### config.mk
export PLATFORM = sky130hd
export DESIGN_NAME = signed_radix_to_text
export DESIGN_NICKNAME = d
export VERILOG_FILES = /design/src/rtl/srt_pkg.sv /design/src/rtl/srt_ctrl.sv /design/src/rtl/srt_dp.sv /design/src/rtl/signed_radix_to_text.sv
export SDC_FILE = /design/constraint.sdc
export NUM_CORES = 1
export LEC_CHECK = 0
export ABC_CLOCK_PERIOD_IN_PS = 3100
export BUFFER_PORTS_ARGS = -buffer_cell sky130_fd_sc_hd__clkbuf_2
export CAP_MARGIN = 5
export CORE_ASPECT_RATIO = 1.25
export CORE_MARGIN = 3
export CORE_UTILIZATION = 50
export CTS_CLUSTER_SIZE = 12
export DETAILED_ROUTE_END_ITERATION = 16
export GPL_ROUTABILITY_DRIVEN = 0
export PLACE_DENSITY = 0.67
export SLEW_MARGIN = 10
export SYNTH_ARGS = -nofsm -noshare
export SYNTH_HDL_FRONTEND = slang
export SYNTH_SLANG_ARGS = --single-unit
### constraint.sdc
create_clock -name aclk -period 3.1 [get_ports aclk]
set_input_delay 0.62 -clock aclk [delete_from_list [all_inputs] [get_ports aclk]]
set_output_delay 0.62 -clock aclk [all_outputs]
set_load 0.03 [all_outputs]
### src/rtl/srt_pkg.sv
`timescale 1ns / 1ps

package srt_pkg;

    // Sizes of the number and of the digit store.
    localparam int VALUE_W    = 32;
    localparam int MAX_DIGITS = 32;
    localparam int MAX_RADIX  = 16;
    localparam int DIGIT_W    = $clog2(MAX_RADIX);
    localparam int ADDR_W     = $clog2(MAX_DIGITS);
    localparam int CNT_W      = $clog2(MAX_DIGITS + 1);
    localparam int STEP_W     = $clog2(VALUE_W);
    localparam int RADIX_W    = 5;
    localparam int CFG_W      = 64;
    localparam int CFG_IDX_W  = 2;
    localparam int CHAR_W     = 8;

    // Fixed characters.
    localparam logic [CHAR_W-1:0] CHAR_ZERO  = 8'h30;
    localparam logic [CHAR_W-1:0] CHAR_MINUS = 8'h2D;

    // Radix limits applied to the configured value.
    localparam logic [RADIX_W-1:0] RADIX_MIN = 5'd2;
    localparam logic [RADIX_W-1:0] RADIX_TOP = 5'd16;

    // Configuration register indexes and reset values.
    localparam logic [CFG_IDX_W-1:0] CFG_RADIX     = 2'd0;
    localparam logic [CFG_IDX_W-1:0] CFG_ALPHA_LOW = 2'd1;
    localparam logic [CFG_IDX_W-1:0] CFG_ALPHA_HI  = 2'd2;

    localparam logic [RADIX_W-1:0] RADIX_RST     = 5'd8;
    localparam logic [CFG_W-1:0]   ALPHA_LOW_RST = 64'h3736353433323130;
    localparam logic [CFG_W-1:0]   ALPHA_HI_RST  = 64'h0;

    // Source of the character loaded into the output register.
    typedef enum logic [1:0] {
        SEL_ZERO  = 2'd0,
        SEL_MINUS = 2'd1,
        SEL_GLYPH = 2'd2
    } out_sel_t;

    // Controller states, one-hot.
    typedef enum logic [6:0] {
        ST_IDLE  = 7'b0000001,
        ST_ZERO  = 7'b0000010,
        ST_DIV   = 7'b0000100,
        ST_DIGIT = 7'b0001000,
        ST_SIGN  = 7'b0010000,
        ST_READ  = 7'b0100000,
        ST_OUT   = 7'b1000000
    } state_t;

    // Commands from the controller to the datapath.
    typedef struct packed {
        logic     load;
        logic     div_step;
        logic     push;
        logic     read;
        logic     out_load;
        out_sel_t out_sel;
    } cmd_t;

    // Status from the datapath to the controller.
    typedef struct packed {
        logic in_zero;
        logic negative;
        logic div_last;
        logic quot_zero;
        logic cnt_zero;
        logic out_free;
    } sts_t;

endpackage

### src/rtl/srt_ctrl.sv
`timescale 1ns / 1ps

module srt_ctrl (
    input  logic          aclk,
    input  logic          aresetn,
    input  logic          s_valid,
    output logic          s_ready,
    input  srt_pkg::sts_t sts,
    output srt_pkg::cmd_t cmd
);
    import srt_pkg::*;

    state_t state_reg;
    state_t state_next;

    // State register.
    always_ff @(posedge aclk) begin
        if (!aresetn) begin
            state_reg <= ST_IDLE;
        end else begin
            state_reg <= state_next;
        end
    end

    assign s_ready = (state_reg == ST_IDLE);

    // Sequencing: divide once per digit, then read the stack back top down.
    always_comb begin
        state_next  = state_reg;
        cmd         = '0;
        cmd.out_sel = SEL_GLYPH;
        case (state_reg)
            ST_IDLE: begin
                if (s_valid) begin
                    cmd.load   = 1'b1;
                    state_next = sts.in_zero ? ST_ZERO : ST_DIV;
                end
            end
            ST_ZERO: begin
                if (sts.out_free) begin
                    cmd.out_load = 1'b1;
                    cmd.out_sel  = SEL_ZERO;
                    state_next   = ST_IDLE;
                end
            end
            ST_DIV: begin
                cmd.div_step = 1'b1;
                if (sts.div_last) begin
                    state_next = ST_DIGIT;
                end
            end
            ST_DIGIT: begin
                cmd.push = 1'b1;
                if (sts.quot_zero) begin
                    state_next = sts.negative ? ST_SIGN : ST_READ;
                end else begin
                    state_next = ST_DIV;
                end
            end
            ST_SIGN: begin
                if (sts.out_free) begin
                    cmd.out_load = 1'b1;
                    cmd.out_sel  = SEL_MINUS;
                    state_next   = ST_READ;
                end
            end
            ST_READ: begin
                cmd.read   = 1'b1;
                state_next = ST_OUT;
            end
            ST_OUT: begin
                if (sts.out_free) begin
                    cmd.out_load = 1'b1;
                    cmd.out_sel  = SEL_GLYPH;
                    state_next   = sts.cnt_zero ? ST_IDLE : ST_READ;
                end
            end
            default: begin
                state_next = ST_IDLE;
            end
        endcase
    end

endmodule

### src/rtl/srt_dp.sv
`timescale 1ns / 1ps

module srt_dp (
    input  logic                           aclk,
    input  logic                           aresetn,
    input  logic                           cfg_we,
    input  logic [srt_pkg::CFG_IDX_W-1:0]  cfg_index,
    input  logic [srt_pkg::CFG_W-1:0]      cfg_wdata,
    input  logic signed [srt_pkg::VALUE_W-1:0] s_value,
    input  srt_pkg::cmd_t                  cmd,
    output srt_pkg::sts_t                  sts,
    output logic                           m_valid,
    input  logic                           m_ready,
    output logic [srt_pkg::CHAR_W-1:0]     m_character,
    output logic                           m_last
);
    import srt_pkg::*;

    logic [RADIX_W-1:0]   radix_reg;
    logic [CFG_W-1:0]     alpha_low_reg;
    logic [CFG_W-1:0]     alpha_hi_reg;
    logic [RADIX_W-1:0]   eff_radix;

    logic [VALUE_W-1:0]   quot_reg;
    logic [DIGIT_W-1:0]   rem_reg;
    logic [DIGIT_W-1:0]   rem_next;
    logic [STEP_W-1:0]    step_reg;
    logic                 neg_reg;
    logic [CNT_W-1:0]     cnt_reg;
    logic [CNT_W-1:0]     cnt_dec;
    logic [DIGIT_W:0]     rem_shift;
    logic                 quot_bit;

    logic [DIGIT_W-1:0]   stack_mem [MAX_DIGITS];
    logic [DIGIT_W-1:0]   rd_data_reg;

    logic [2*CFG_W-1:0]   alphabet;
    logic [CHAR_W-1:0]    glyph;
    logic [CHAR_W-1:0]    char_next;

    logic                 valid_reg;
    logic [CHAR_W-1:0]    char_reg;
    logic                 last_reg;
    logic                 out_free;

    // Configuration registers.
    always_ff @(posedge aclk) begin
        if (!aresetn) begin
            radix_reg     <= RADIX_RST;
            alpha_low_reg <= ALPHA_LOW_RST;
            alpha_hi_reg  <= ALPHA_HI_RST;
        end else if (cfg_we) begin
            case (cfg_index)
                CFG_RADIX:     radix_reg     <= cfg_wdata[RADIX_W-1:0];
                CFG_ALPHA_LOW: alpha_low_reg <= cfg_wdata;
                CFG_ALPHA_HI:  alpha_hi_reg  <= cfg_wdata;
                default: begin
                end
            endcase
        end
    end

    // Clamp the configured radix to the supported range.
    always_comb begin
        eff_radix = radix_reg;
        if (radix_reg < RADIX_MIN) begin
            eff_radix = RADIX_MIN;
        end else if (radix_reg > RADIX_TOP) begin
            eff_radix = RADIX_TOP;
        end
    end

    // One restoring division step: shift in the next dividend bit and
    // subtract the radix when it fits.
    assign rem_shift = {rem_reg, quot_reg[VALUE_W-1]};
    assign quot_bit  = (rem_shift >= eff_radix);

    always_comb begin
        if (quot_bit) begin
            rem_next = DIGIT_W'(rem_shift - eff_radix);
        end else begin
            rem_next = rem_shift[DIGIT_W-1:0];
        end
    end

    assign cnt_dec = cnt_reg - CNT_W'(1);

    // Division and digit counting.
    always_ff @(posedge aclk) begin
        if (!aresetn) begin
            quot_reg <= '0;
            rem_reg  <= '0;
            step_reg <= '0;
            neg_reg  <= 1'b0;
            cnt_reg  <= '0;
        end else if (cmd.load) begin
            neg_reg  <= s_value[VALUE_W-1];
            quot_reg <= s_value[VALUE_W-1] ? (VALUE_W'(0) - VALUE_W'(s_value))
                                           : VALUE_W'(s_value);
            rem_reg  <= '0;
            step_reg <= '0;
            cnt_reg  <= '0;
        end else if (cmd.div_step) begin
            quot_reg <= {quot_reg[VALUE_W-2:0], quot_bit};
            rem_reg  <= rem_next;
            step_reg <= step_reg + STEP_W'(1);
        end else if (cmd.push) begin
            rem_reg <= '0;
            cnt_reg <= cnt_reg + CNT_W'(1);
        end else if (cmd.read) begin
            cnt_reg <= cnt_dec;
        end
    end

    // Digit stack, least significant digit at the bottom.
    always_ff @(posedge aclk) begin
        if (cmd.push) begin
            stack_mem[cnt_reg[ADDR_W-1:0]] <= rem_reg;
        end
        if (cmd.read) begin
            rd_data_reg <= stack_mem[cnt_dec[ADDR_W-1:0]];
        end
    end

    // Glyph lookup and output character choice.
    assign alphabet = {alpha_hi_reg, alpha_low_reg};
    assign glyph    = alphabet[{rd_data_reg, 3'b000} +: CHAR_W];

    always_comb begin
        case (cmd.out_sel)
            SEL_ZERO:  char_next = CHAR_ZERO;
            SEL_MINUS: char_next = CHAR_MINUS;
            SEL_GLYPH: char_next = glyph;
            default:   char_next = glyph;
        endcase
    end

    assign out_free = !valid_reg || m_ready;

    // Output register; the next beat loads as the current one is taken.
    always_ff @(posedge aclk) begin
        if (!aresetn) begin
            valid_reg <= 1'b0;
        end else if (cmd.out_load) begin
            valid_reg <= 1'b1;
        end else if (m_ready) begin
            valid_reg <= 1'b0;
        end
    end

    always_ff @(posedge aclk) begin
        if (cmd.out_load) begin
            char_reg <= char_next;
            last_reg <= (cmd.out_sel != SEL_MINUS) && (cnt_reg == '0);
        end
    end

    assign m_valid     = valid_reg;
    assign m_character = char_reg;
    assign m_last      = last_reg;

    // Status to the controller.
    assign sts.in_zero   = (s_value == '0);
    assign sts.negative  = neg_reg;
    assign sts.div_last  = (step_reg == STEP_W'(VALUE_W - 1));
    assign sts.quot_zero = (quot_reg == '0);
    assign sts.cnt_zero  = (cnt_reg == '0);
    assign sts.out_free  = out_free;

endmodule

### src/rtl/signed_radix_to_text.sv
`timescale 1ns / 1ps

// Converts one signed 32-bit value per input beat into its text in a
// configured radix of 2 to 16, sent as one character per output beat, most
// significant digit first, with m_last on the final character; negative
// values start with '-', and zero is always the single character '0'. Each
// digit comes from a 32-step restoring division by the radix, one quotient
// bit per cycle, after which the remainder is pushed onto the digit stack.
// Each digit character is then made by a stack read, then an output
// register load, once the output side is ready. Input is accepted only
// between numbers, including while the final character still waits to be
// taken. Configuration (0: radix, 1: alphabet digits 0-7, 2: alphabet
// digits 8-15, digit 0 in the low byte) must be written only while the
// block is idle; the block itself does not enforce this.
module signed_radix_to_text (
    input  logic                aclk,
    input  logic                aresetn,
    input  logic                cfg_we,
    input  logic [1:0]          cfg_index,
    input  logic [63:0]         cfg_wdata,
    input  logic                s_valid,
    output logic                s_ready,
    input  logic signed [31:0]  s_value,
    output logic                m_valid,
    input  logic                m_ready,
    output logic [7:0]          m_character,
    output logic                m_last
);
    import srt_pkg::*;

    cmd_t cmd;
    sts_t sts;

    srt_ctrl u_ctrl (
        .aclk    (aclk),
        .aresetn (aresetn),
        .s_valid (s_valid),
        .s_ready (s_ready),
        .sts     (sts),
        .cmd     (cmd)
    );

    srt_dp u_dp (
        .aclk        (aclk),
        .aresetn     (aresetn),
        .cfg_we      (cfg_we),
        .cfg_index   (cfg_index),
        .cfg_wdata   (cfg_wdata),
        .s_value     (s_value),
        .cmd         (cmd),
        .sts         (sts),
        .m_valid     (m_valid),
        .m_ready     (m_ready),
        .m_character (m_character),
        .m_last      (m_last)
    );

endmodule

# --- Word level (Yosys, flattened, before mapping) ---
# Memory sizes are Yosys's and may differ from the RTL's. A register that Yosys moved wholly into a read port is not among the register bits.
# Cells that the tools add are included.
# Widths: inputs -> output; s select.
totals:
  reg_bits: 198
  ram_bits: 128
  out_inout_bits: 11
  wordCells: 93
  mem_count: 1
mem_list:
  columns: ["memory", "words", "width", "read_ports", "rd_clocked_by_memory_dff", "wr", "line", "source"]
  rows:
  - ["u_dp.stack_mem", 32, 4, 1, 1, 1, "srt_dp.sv:34", "logic [DIGIT_W-1:0] stack_mem [MAX_DIGITS];"]
classes:
  addsub: 5
  order_cmp: 3
  n_eq_ne: 17
  shifts: 1
  muxes: 34
  bitwise: 2
  reduce_logical: 18
op_table:
  columns: ["cell", "n"]
  rows:
  - ["$shiftx 128x8->8", 1]
  - ["$mux 32", 3]
  - ["$logic_not 32->1", 2]
  - ["$pmux 7 s7", 1]
  - ["$mux 7", 6]
  - ["$sub 1x32->32 const A", 1]
  - ["$mux 6", 4]
  - ["$pmux 8 s2", 1]
  - ["$mux 3", 4]
  - ["$mux 4", 3]
  - ["$mux 5", 2]
  - ["$mux 1", 9]
  - ["$pmux 3 s3", 1]
  - ["$ne 2x1->1 const B", 4]
  - ["$reduce_and 2->1", 4]
  - ["$reduce_bool 2->1", 4]
  - ["$eq 7x1->1 const B", 1]
  - ["$eq 7x2->1 const B", 1]
  - ["$eq 7x3->1 const B", 1]
  - ["$eq 7x4->1 const B", 1]
  - ["$eq 7x5->1 const B", 1]
  - ["$eq 7x6->1 const B", 1]
  - ["$eq 7x7->1 const B", 1]
  - ["$add 6x1->6 const B", 1]
  - ["other kinds (18)", 22]

# --- Logic depth before layout (Yosys ltp) ---
depth:
  word_depth: 6
  ltp_mapped: 10
  mapped_depth_nobuf: 10

# --- Modules after synthesis ---
# Synthesis repeated with hierarchy kept, for this count alone.
hier_totals:
  cells_unflattened: 1380
  hier_area_um2: 14968.1
modules_own_cells:
  columns: ["module", "instances", "cells_each", "area_per_inst_um2"]
  rows:
  - ["srt_dp", 1, 1310, 14405.1]
  - ["srt_ctrl", 1, 70, 563.0]

# --- Worst setup path before layout ---
# OpenSTA, ideal clock, no wires.
synth_timing:
  kind: "reg-to-reg"
  startpoint: "reg u_dp.cnt_reg[0]"
  endpoint: "reg u_dp.rd_data_reg[0], read port of u_dp.stack_mem, data pin"
  arrival_ns: 2.522
  required_time_ns: 2.845
  slack_ns: 0.323
  path_stages_with_launch: 11
  n_path_buf: 4
  synth_period_minus_slack_ns: 2.777
  cell_sequence: "dfxtp_1 > buf_2 > buf_2 > inv_1 > ha_1 > clkbuf_1 > clkbuf_1 > mux4_2 > mux2i_1 > a32oi_1 > and3_1"
synth_via:
  elab_chain_cells: 1
synth_lines:
  columns: ["element", "line", "source"]
  rows:
  - ["start: declaration", "srt_dp.sv:29", "logic [CNT_W-1:0] cnt_reg;"]
  - ["start signal: assignment", "srt_dp.sv:109", "cnt_reg <= cnt_reg + CNT_W'(1);"]
  - ["start signal: assignment", "srt_dp.sv:111", "cnt_reg <= cnt_dec;"]
  - ["$sub 6x1->6", "srt_dp.sv:86", "assign cnt_dec = cnt_reg - CNT_W'(1);"]
  - ["end: declaration", "srt_dp.sv:35", "logic [DIGIT_W-1:0] rd_data_reg;"]
# Every way passes these cells.
# A chain may end at the register's enable or synchronous reset.

# --- Worst setup path in the final report ---
layout_timing:
  startpoint: "reg u_ctrl.state_reg[6]"
  endpoint: "mem u_dp.stack_mem[2][3] (netlist bit), enable pin"
layout_via:
  elab_chain_cells: 4
layout_lines:
  columns: ["element", "line", "source"]
  rows:
  - ["start: declaration", "srt_ctrl.sv:13", "state_t state_reg;"]
  - ["start signal: assignment", "srt_ctrl.sv:21", "state_reg <= state_next;"]
  - ["$eq 7x4->1", "srt_ctrl.sv:32", "case (state_reg)"]
  - ["$mux 1", "srt_ctrl.sv:32", null]
  - ["$mux 1", "srt_dp.sv:117", "if (cmd.push) begin"]
  - ["$mux 1 (not written as such)", "srt_dp.sv:118", "stack_mem[cnt_reg[ADDR_W-1:0]] <= rem_reg;"]
  - ["end: declaration", "srt_dp.sv:34", null]
# Every way passes these cells.

==> flow_results.org <==
** Layout
- Compared with the post-synthesis result, the final layout area differs by 13.2%.
- For this run, the post-layout net count is 1568.
- Fraction of final layout cells sized beyond drive strength 1 :: 19.3%
- Registers take 8020 µm².
- Top library cells by usage in the layout, fill and taps aside :: nand2_1 (315), dfxtp_1 (188), edfxtp_1 (141), a21oi_1 (115), clkbuf_2 (113)
- Summing all multi-input logic gate instances after layout gives 6320 µm².
- The filler cells instantiated in the layout total 2469.
- The library cell used most frequently in the layout, excluding fill and tap cells, is nand2_1.
- Number of flip-flops in the largest register :: 128

** Global routing
- Initial antenna violation count :: 0
- Maximum number of pins on one net before global-route repair :: 94
- The number of global-route vias before repair came to 10934.
- Global routing consumed, over all layers together, 22.2% of the routing resources.
- Grt total ovfl :: 0
- The first global-routing pass estimated 57.3 mm of wire.

** Floorplan
- Vertical extent of the die :: 198 µm
- Initial Util :: 51.4%
- Standard cell core area :: 28800 µm²
- Pin placement for this block handled 114 I/O pins.
- The die covers 31800 µm².
- Die Span X :: 160 µm
- Row generation in the floorplan step produced 69 rows.

** Clock network
- The cell sitting at the root of the clock tree is a clkbuf_16.
- CTS sink count :: 330
- After clock tree synthesis, the clock-pin slew on the worst setup and hold paths is 0.06 ns.
- After clock tree synthesis, the flow added hold-fix buffers numbering 0.
- In this run, CTS created clock tree buffers numbering 35.
- TritonCTS clock tree :: done
- Clk buf depth :: 3
- Post-CTS repair changed the size of 0 cells.
- Buffers inserted by post-CTS timing repair :: 0
- The H-tree was split into 2 levels.
- Clk Latency, worst-skew pair :: 0.53 ns

** Setup path
- The number of cells on the worst reg-to-reg path is 4.
- Crit Path Class :: register to register
- In this run the critical register-to-register path is captured at u_dp.stack_mem[2][3].
- Of all nets on the critical path, the largest fanout is 8.
- Required time of the critical path :: 3.31 ns
- Worst Setup Start Kind :: register
- STA classifies the critical path endpoint as a register.
- For the worst setup path, the data arrival time is 2.83 ns.
- Worst flop-to-flop path startpoint :: u_ctrl.state_reg[6]
- In this run the worst setup path begins at u_ctrl.state_reg[6].
- Register-to-register path setup slack :: 0.48 ns
- CP Capture Point :: u_dp.stack_mem[2][3]

** Timing
- Unrepaired setup endpoints after global routing :: no
- At the pin with the least slew margin, the transition time is 0.875 ns.
- Post-Route Hold Slack :: 0.320 ns
- For the final routed database, the setup TNS stands at 0 ns.
- The final count of pins violating max slew was 0.
- Count of endpoints failing hold in the final timing report :: 0
- Based on the critical path, the design can be clocked at up to 381 MHz.
- Fraction of the cycle the final worst path needs :: 84.6%
- Fin Clk Skew :: 0.0215 ns
- The worst pin sits at a relative slew slack of 41.5%.
- Final number of setup-violating endpoints :: 0
- Final critical path time including I/O delays and setup :: 2.62 ns

** Synth
- Yosys mapped a number of flops with a built-in enable equal to 141.
- Xor/xnor cell area share of the yosys netlist :: 2.01%
- Of the total synthesized cell area, the portion taken by AND, OR, NAND and NOR gates is 17.1%.
- Synthesized area divided by synthesized cell count :: 10.8 µm²
- By area, the combinational part of the netlist is dominated by simple AND/OR/NAND/NOR gates.
- Seq cells post-synth :: 330
- Portion of the post-synthesis area used by sequential elements :: 54.1%
- Mux cell area share after synthesis :: 11.7%
- For this run, asynchronously set or reset flops after synthesis account for 0%.
- The synthesized netlist devotes 10.5% of its cell area to compound gates.
- Prevailing post-synth register cell :: dfxtp_1
- Synthesized instance count :: 1371
- The synthesized netlist devotes 1.23% of its cell area to adder and majority cells.
- During synthesis, Yosys emitted a total of 0 warnings.
- Total nets after synthesis :: 1488
- The mapped netlist covers 14800 µm².
- The netlist uses 73 different library cells.

** Routing
- Number of DRC violations after detailed routing :: 0
- In this run, the number of DRC markers left after iteration 0 of detailed routing was 1042.
- For this block, the via count after detailed routing is 11041.
- Detail Route Antenna Nets :: 0
- The routed design has 36.0 mm of wire.
- In the routed layout, each cell is associated on average with a via count of 5.91.
- Dividing the detail-routed wire length by the instance count gives 19.3 µm.
- For this run, the detailed router's first-pass iteration total came to 5.

** Power
- Power density over the cells :: 583 nW/µm²
- The analysis attributes to cell leakage a power of 5.59 nW.
- Worst IR drop on VDD :: 0.407 mV

** Placed design
- Input and output buffers added on the ports amount to 113.
- Once detailed placement completed, the half-perimeter wirelength came to 24.0 mm.

** Status
- Outcome :: completed

** Worst hold path
- The tightest min-delay check is of the input pin to register type.

** Run
- The tool flagged a number of max-cap violations equal to 0.
report_power, final:
part	leakage [nW]	internal (mW)	total (mW)	switching (mW)
logic	2.50	0.437	1.08	0.642
clock network	0.504	2.20	3.86	1.66
registers	2.58	4.68	4.83	0.150
total	5.59	7.32	9.77	2.46
stage by stage:
step	setup slack [ns]	area [µm²]	power (mW)	std cells	util (%)
after floorplan	0.323	14800	5.64	1371	-
final	0.479	16800	9.77	1867	58.2
after global placement	0.500	15700	5.97	1804	54.5
after global routing	0.357	16800	10.2	1866	58.2
after detailed placement	0.480	15700	5.99	1804	54.5
after CTS	0.476	16800	9.86	1866	58.2
per-layer routing:
metal / wire, µm / GRT usage, % / part of all wire (%) / vias up
li1: - / - / - / 5180
met5: 0 / 0 / 0 / -
met2: 18400 / 40.4 / 51 / 357
met1: 14500 / 27.7 / 40 / 5437
met3: 2010 / 3.00 / 5.6 / 67
met4: 1000 / 6.95 / 2.8 / 0
how the worst min path moves through the flow:
stage                     startpoint               endpoint  depth (start not counted)
2_1_floorplan  u_dp.alpha_hi_reg[16]  u_dp.alpha_hi_reg[16]                          2
6_report                 s_value[16]      u_dp.quot_reg[16]                          2
3_3_place_gp   u_dp.alpha_hi_reg[34]  u_dp.alpha_hi_reg[34]                          2
3_5_place_dp   u_dp.alpha_hi_reg[49]  u_dp.alpha_hi_reg[49]                          2
4_1_cts                  s_value[16]      u_dp.quot_reg[16]                          2
5_1_grt                  s_value[16]      u_dp.quot_reg[16]                          2
critical path, cell delays in order, from the launching register on:
cell and delay, ns:
dfxtp_1 0.39, or3_1 0.60, or3_4 0.47, or3_1 0.55, nor2_2 0.30
logic make-up after synthesis:
kind of cell,Yosys count
xor gates and xnor gates,34
adders and majority gates,14
DFF,330
and+or+nand+nor,552
AOI/OAI and AO/OA,241
muxes,88
buffers and inverters,112
Yosys cell counts (all sizes together), types with 3 or more instances:
master / n / share of area [%]
o2111ai: 5 / 0.30
nand2b: 8 / 0.34
or2: 4 / 0.17
a21oi: 115 / 3.9
nand2: 316 / 8.0
o221ai: 4 / 0.24
nor3: 16 / 0.68
ha: 13 / 1.1
o21a: 3 / 0.15
inv: 14 / 0.35
buf: 30 / 1.2
xor2: 17 / 1.0
xnor2: 17 / 1.0
nand3: 39 / 1.3
mux2i: 18 / 1.2
a22o: 3 / 0.18
nor2b: 13 / 0.55
and3b: 3 / 0.18
dfxtp: 189 / 26
a22oi: 21 / 1.1
o22ai: 9 / 0.38
nor4: 22 / 1.1
nand4: 7 / 0.30
mux4: 68 / 10
or4: 6 / 0.30
and3: 9 / 0.38
a32oi: 5 / 0.30
nor2: 81 / 2.2
nor3b: 4 / 0.20
edfxtp: 141 / 29
clkbuf: 68 / 1.7
or3: 15 / 0.67
o211ai: 5 / 0.25
nor4b: 3 / 0.32
o21ai: 18 / 0.61
o41ai: 10 / 0.64
a2111oi: 3 / 0.22
a222oi: 11 / 0.74
a31oi: 5 / 0.21
o31ai: 10 / 0.51
layout make-up:
cell class | instances | share of cell area (%)
multi-input combinational | 929 | 37.7
inverter | 14 | 0.328
antenna | 1 | 0.0149
sequential | 330 | 47.8
timing repair buffer | 141 | 5.00
clock inverter | 7 | 0.433
clock buffer | 55 | 5.85
tap | 390 | 2.91
Note: power is estimated with default switching activity, not from simulation.
